File: config.mk
export PLATFORM = sky130hd
export DESIGN_NAME = pva_queue
export DESIGN_NICKNAME = d
export VERILOG_FILES = /design/src/hw/rtl/pva_pkg.sv /design/src/hw/rtl/pva_queue.sv
export VERILOG_INCLUDE_DIRS = /design/src /design/src/hw/rtl
export SDC_FILE = /design/constraint.sdc
export NUM_CORES = 1
export LEC_CHECK = 0
export BUFFER_PORTS_ARGS = -buffer_cell sky130_fd_sc_hd__buf_2
export CELL_PAD_IN_SITES_DETAIL_PLACEMENT = 1
export CELL_PAD_IN_SITES_GLOBAL_PLACEMENT = 2
export CORE_ASPECT_RATIO = 1.5
export CORE_MARGIN = 2
export CORE_UTILIZATION = 41
export CTS_BUF_LIST = sky130_fd_sc_hd__clkbuf_8 sky130_fd_sc_hd__clkbuf_16
export DETAILED_ROUTE_END_ITERATION = 6
export PLACE_DENSITY = 0.72
export SLEW_MARGIN = 20
export SYNTH_ARGS = -nofsm -noshare
export SYNTH_HDL_FRONTEND = slang
export SYNTH_SLANG_ARGS = --single-unit
File: constraint.sdc
create_clock -name i_clk -period 2.7 [get_ports i_clk]
set_input_delay 0.27 -clock i_clk [delete_from_list [all_inputs] [get_ports i_clk]]
set_output_delay 0.27 -clock i_clk [all_outputs]
set_load 0.05 [all_outputs]
File: src/hw/rtl/polar_vector_add_defines.svh
`ifndef POLAR_VECTOR_ADD_DEFINES_SVH
`define POLAR_VECTOR_ADD_DEFINES_SVH

`ifndef SYNTH

`define PVA_ASSERT_NOW(lbl, ante, cons) \
    lbl: assert property (@(posedge i_clk) disable iff (!i_rst_n) (ante) |-> (cons)) \
        else $error("pva assertion failed");

`define PVA_ASSERT_NEXT(lbl, ante, cons) \
    lbl: assert property (@(posedge i_clk) disable iff (!i_rst_n) (ante) |=> (cons)) \
        else $error("pva assertion failed");

`else

`define PVA_ASSERT_NOW(lbl, ante, cons)

`define PVA_ASSERT_NEXT(lbl, ante, cons)

`endif

`endif

File: src/hw/rtl/pva_pkg.sv
package pva_pkg;

    localparam int MAG_BITS   = 16;
    localparam int ANGLE_BITS = 16;
    localparam int GUARD_BITS = 16;
    localparam int STAGES_DEF = 16;
    localparam int QDEPTH     = 4;
    localparam int CW         = MAG_BITS + GUARD_BITS + 5;
    localparam int ANG_SHIFT  = 32 - ANGLE_BITS;
    localparam logic [31:0] ANG_HALF = 32'd1 << (ANG_SHIFT - 1);
    localparam logic [31:0] ANG_PI   = 32'h8000_0000;

    typedef logic signed [CW-1:0] t_comp;

    typedef struct packed {
        logic signed [MAG_BITS-1:0]   mag_a;
        logic signed [ANGLE_BITS-1:0] angle_a;
        logic signed [MAG_BITS-1:0]   mag_b;
        logic signed [ANGLE_BITS-1:0] angle_b;
    } t_req;

    typedef struct packed {
        logic [MAG_BITS:0]            sum_mag;
        logic signed [ANGLE_BITS-1:0] sum_angle;
    } t_res;

    typedef struct packed {
        t_comp x;
        t_comp y;
    } t_sum;

    typedef struct packed {
        t_comp       x;
        t_comp       y;
        logic [31:0] z;
        logic        flip;
    } t_rot;

    typedef struct packed {
        t_comp       x;
        t_comp       y;
        logic [31:0] z;
        logic        zero;
    } t_vec;

    function automatic logic [31:0] atan_units(input logic [4:0] s);
        logic [31:0] v;
        case (s)
            5'd0:  v = 32'h20000000;
            5'd1:  v = 32'h12E4051E;
            5'd2:  v = 32'h09FB385B;
            5'd3:  v = 32'h051111D4;
            5'd4:  v = 32'h028B0D43;
            5'd5:  v = 32'h0145D7E1;
            5'd6:  v = 32'h00A2F61E;
            5'd7:  v = 32'h00517C55;
            5'd8:  v = 32'h0028BE53;
            5'd9:  v = 32'h00145F2F;
            5'd10: v = 32'h000A2F98;
            5'd11: v = 32'h000517CC;
            5'd12: v = 32'h00028BE6;
            5'd13: v = 32'h000145F3;
            5'd14: v = 32'h0000A2FA;
            5'd15: v = 32'h0000517D;
            5'd16: v = 32'h000028BE;
            5'd17: v = 32'h0000145F;
            5'd18: v = 32'h00000A30;
            5'd19: v = 32'h00000518;
            5'd20: v = 32'h0000028C;
            5'd21: v = 32'h00000146;
            5'd22: v = 32'h000000A3;
            5'd23: v = 32'h00000051;
            5'd24: v = 32'h00000029;
            5'd25: v = 32'h00000014;
            5'd26: v = 32'h0000000A;
            5'd27: v = 32'h00000005;
            5'd28: v = 32'h00000003;
            5'd29: v = 32'h00000001;
            5'd30: v = 32'h00000001;
            default: v = 32'h00000000;
        endcase
        return v;
    endfunction

    function automatic logic [31:0] cordic_gain(input int n);
        logic [63:0] g;
        logic [63:0] d;
        logic [63:0] q;
        logic [64:0] rem;
        g = 64'd1 << 32;
        for (int i = 0; i < n; i++) begin
            d   = (64'd1 << (2 * (i & 31))) + 64'd1;
            q   = '0;
            rem = '0;
            for (int b = 63; b >= 0; b--) begin
                rem = {rem[63:0], g[b]};
                if (rem >= {1'b0, d}) begin
                    rem  = rem - {1'b0, d};
                    q[b] = 1'b1;
                end
            end
            g = g - q;
        end
        return g[31:0];
    endfunction

endpackage

File: src/hw/rtl/pva_queue.sv
`include "polar_vector_add_defines.svh"

module pva_queue import pva_pkg::*; #(
    parameter int DEPTH = QDEPTH
) (
    input  logic i_clk,
    input  logic i_rst_n,
    input  logic i_push,
    input  t_sum i_data,
    output logic o_full,
    output logic o_vld,
    output t_sum o_data
);

    localparam int PW = $clog2(DEPTH);
    localparam int NW = $clog2(DEPTH + 1);

    t_sum          r_mem [DEPTH];
    logic [PW-1:0] r_wptr, r_rptr;
    logic [NW-1:0] r_cnt;
    logic          r_vld;
    t_sum          r_rdata;
    logic          w_empty, w_push, w_pop;

    assign w_empty = (r_cnt == '0);
    assign o_full  = (r_cnt == NW'(DEPTH));
    assign w_push  = i_push && !o_full;
    assign w_pop   = !w_empty;

    always_ff @(posedge i_clk) begin
        if (w_push) begin
            r_mem[r_wptr] <= i_data;
        end
        r_rdata <= r_mem[r_rptr];
    end

    always_ff @(posedge i_clk) begin
        if (!i_rst_n) begin
            r_wptr <= '0;
            r_rptr <= '0;
            r_cnt  <= '0;
            r_vld  <= 1'b0;
        end else begin
            r_vld <= w_pop;
            if (w_push) begin
                r_wptr <= (r_wptr == PW'(DEPTH - 1)) ? '0 : r_wptr + 1'b1;
            end
            if (w_pop) begin
                r_rptr <= (r_rptr == PW'(DEPTH - 1)) ? '0 : r_rptr + 1'b1;
            end
            r_cnt <= r_cnt + NW'(w_push) - NW'(w_pop);
        end
    end

    assign o_vld  = r_vld;
    assign o_data = r_rdata;

    `PVA_ASSERT_NOW(a_cnt_range, 1'b1, r_cnt <= NW'(DEPTH))
    `PVA_ASSERT_NEXT(a_pop_gives_data, w_pop, o_vld)
    `PVA_ASSERT_NEXT(a_cnt_grows, w_push && !w_pop, r_cnt == $past(r_cnt) + 1'b1)

endmodule

==> reports/results.md <==
| Quantity | Value | Unit |
| --- | --- | --- |
| Status | completed | - |
| Internal power contribution | 12340 | µW |
| Worst endpoint required time | 3.11 | ns |
| Via Count | 5882 | - |
| Max cap viols | 0 | - |
| Via count of the first global-routing pass | 6820 | - |
| Critical Path Start Type | flip-flop | - |
| Combinational share of power | 28.6 | % |
| Most frequently used flop master after synthesis | sky130_fd_sc_hd__edfxtp_1 | - |
| Worst path arrival time | 2.68 | ns |
| Relative area change from synthesis to final layout | 26.36 | % |
| Largest cells by area after synthesis | sky130_fd_sc_hd__edfxtp_1, sky130_fd_sc_hd__mux4_2, sky130_fd_sc_hd__dfxtp_1 | - |
| Count of cell types in the netlist | 21 | - |
| Origin of the critical flop-to-flop path | r_cnt[2]$_SDFF_PN0_ | - |
| Cts bufs inserted | 36 | - |
| WL per Instance | 21.13 | µm |
| Setup repair after global routing missed its margin | false | - |
| Total power per unit cell area | 1156 | nW/µm² |
| First-pass GRT wire length | 39540 | µm |
| Setup slack of the critical path after layout | 0.4314 | ns |
| Final hold violations | 0 | - |
| H-tree Lvls | 2 | - |
| Share of layout cells above drive strength 1 | 37.72 | % |
| Global-route congestion overflow total | 0 | - |
| Hold wc startpoint | i_rst_n | - |
| Fraction of synthesized cell area taken by the top area cell type | 70.36 | % |
| Number of synthesized flops with an enable pin | 296 | - |
| Number of register bits inferred by synthesis | 378 | - |
| Final weighted congestion of routability-driven global placement | 0.6914 | - |
| Routed wire length | 25310 | µm |
| Top cell type by total area after synthesis | sky130_fd_sc_hd__edfxtp_1 | - |
| Filler Cell Count | 2761 | - |
| Floorplan die width | 147.3 | µm |
| Leak pwr | 0.005620 | µW |
| Maximum number of pins on one net before global-route repair | 51 | - |
| Type of element capturing the critical path | flip-flop | - |
| Area of combinational cells with multiple inputs | 1948 | µm² |
| Clock slew at the register clock pins of the worst setup and hold paths | 0.06 | ns |
| Transition time at the pin with the least slew margin | 0.7959 | ns |
| Root buf cell | sky130_fd_sc_hd__clkbuf_16 | - |
| Start-to-end type of the worst setup path | reg2reg | - |
| Min Tclk post-route | 2.269 | ns |
| Average instance area after synthesis | 24.72 | µm² |
| Most instantiated library cell after synthesis | sky130_fd_sc_hd__edfxtp_1 | - |
| Nets | 855 | - |
| Ratio of routed vias to standard cells | 4.910 | - |
| Fraction of synthesis flops using an asynchronous set or reset pin | 0 | % |
| Maximum VDD drop | 0.8048 | mV |
| # setup viols final | 0 | - |
| Top cells by count, synth | sky130_fd_sc_hd__edfxtp_1, sky130_fd_sc_hd__dfxtp_1, sky130_fd_sc_hd__mux4_2 | - |
| Clock Tree Buf Depth | 3 | - |
| Number of placed instances, taps included | 1058 | - |
| Clock tree from TritonCTS | done | - |
| FP Rows | 78 | - |
| Detailed-placement wirelength estimate | 15330 | µm |
| Number of antenna violations at the first check in global routing | 1 | - |
| Initial standard-cell utilization of the core | 41.75 | % |
| Final-report max-slew violation count | 0 | - |
| Net switching power | 6111 | µW |
| Area taken by flip-flops and latches | 10540 | µm² |
| Total die area | 32260 | µm² |
| Synth Instances | 511 | - |
| Crit Path Max Fanout | 3 | - |
| Worst setup startpoint | r_cnt[2]$_SDFF_PN0_ | - |
| Clock network power share | 27.7 | % |
| Clock tree sinks | 378 | - |
| Post-placement worst setup slack | 0.4280 | ns |
| Number of DRC violations after detailed-routing iteration 0 | 333 | - |
| Number of standard cells in the final layout excluding fillers | 1198 | - |
| Mapped cell area | 12630 | µm² |
| Setup clock skew after layout | 0.01802 | ns |
| Clk_lat worst skew | 0.53 | ns |
| # DRC | 0 | - |
| Post-route fraction of the period consumed by the critical path | 84.02 | % |
| Part of the total power dissipated in sequential elements | 43.7 | % |
| Net switching share of the total power | 33.12 | % |
| Routed Antenna Nets | 0 | - |
| Standard cell core area | 30250 | µm² |
| ANT cells | 0 | - |
| YS warnings | 0 | - |
| Overall routing resource usage | 16.43 | % |
| Highest clock frequency the design can meet | 0.4408 | GHz |
| Die Y-Extent | 219.0 | µm |
| Top-level I/O count | 153 | - |
| Worst min-delay path class | in2reg | - |
| IO Port Bufs | 152 | - |
| Part of the Yosys area used for sequential elements | 83.36 | % |
| Normalized max-slew margin | 46.94 | % |
| Final core occ | 52.76 | % |
| First-pass DRT Iterations | 4 | - |
| Net Count, Synth | 596 | - |
| Final sum of negative setup slack | 0 | ns |
| Post-CTS setup buffer count | 0 | - |
-- layer usage --
layer	GRT usage, %	up-vias	part of all wire [%]
met5	0	-	0.043
met4	7.147	2	3.6
met3	2.890	59	3.6
met2	30.31	141	56
li1	-	2605	-
met1	18.65	3075	37
-- metrics by stage --
stage	power (µW)	cell area, µm²	hold slack (ns)
after floorplan	12050	12640	0.3689
after global placement	13350	14000	0.4777
after detailed placement	13500	14000	0.4876
after CTS	18750	15960	0.05522
after global routing	19250	15960	0.07932
final	18450	15960	0.08637
-- worst max-delay path, cell delays in order (launching register included) --
cell	delay (ns)
sky130_fd_sc_hd__dfxtp_1	0.33
sky130_fd_sc_hd__nor3b_2	0.16
sky130_fd_sc_hd__nor2b_1	0.18
sky130_fd_sc_hd__inv_1	0.07
sky130_fd_sc_hd__ha_1	0.27
sky130_fd_sc_hd__inv_1	0.04
sky130_fd_sc_hd__ha_1	0.19
sky130_fd_sc_hd__fa_1	0.42
sky130_fd_sc_hd__xnor2_1	0.24
sky130_fd_sc_hd__xnor2_1	0.11
sky130_fd_sc_hd__and2_1	0.16
-- cell families (layout without fill, tap and decap cells) --
family / Yosys count / count (layout) / share of synthesized area [%]
flops: 378 / 378 / 83.36
mux: 77 / 77 / 13.43
buf+inv: 26 / 313 / 1.337
simple gates: 19 / 19 / 0.8221
fa+ha+maj: 8 / 8 / 0.8518
xor+xnor: 2 / 2 / 0.1387
compound gates: 1 / 1 / 0.05945
-- repair_timing --
action,CTS,global route
hold endpoints to repair,296,0
resized for setup,0,0
hold buffers,74,0
-- final cells by class --
| class | instances | area share, % |
|---|---|---|
| repair buffers | 240 | 10.85 |
| inverters | 7 | 0.1646 |
| clock inverters | 24 | 1.395 |
| multi-input cells | 107 | 12.21 |
| clock buffers | 42 | 6.232 |
| well taps | 400 | 3.136 |
| flip-flops and latches | 378 | 66.02 |
-- path summary, 6_finish.rpt --
kind | to | slack, ns | depth (start not counted)
min | r_rptr[1]$_SDFFE_PN0N_ | 0.09 | 2
max | r_cnt[2]$_SDFF_PN0_ | 0.43 | 10
min reg2reg | r_wptr[1]$_SDFFE_PN0P_ | 0.51 | 2
max reg2reg | r_cnt[2]$_SDFF_PN0_ | 0.43 | 10
-- power groups by stage --
stage / Sequential [µW] / Clock (µW) / Combinational (µW)
5_1_grt: 8180 / 5460 / 5610
3_3_place_gp: 8150 / 0 / 5200
4_1_cts: 8100 / 5260 / 5390
2_1_floorplan: 9920 / 0 / 2130
6_report: 8060 / 5100 / 5290
3_5_place_dp: 8210 / 0 / 5290
-- placed cells by master (no fill, tap or decap), drive strengths merged, types with 2 or more instances in the layout --
cell,instances
dfxtp,82
ha,7
mux2i,3
mux4,74
inv,22
clkbuf,42
edfxtp,296
xnor2,2
buf,166
dlygate4sd3,74
nor2b,3
nand2,5
clkinv,4
and2,7
bufinv,4
-- sequential cells by signal, indices dropped and copies added, names as in the netlist --
register	cells
o_data	74
o_vld	1
r_cnt	3
r_mem	296
r_rptr	2
r_wptr	2
Note: power is estimated with default switching activity, not from simulation.
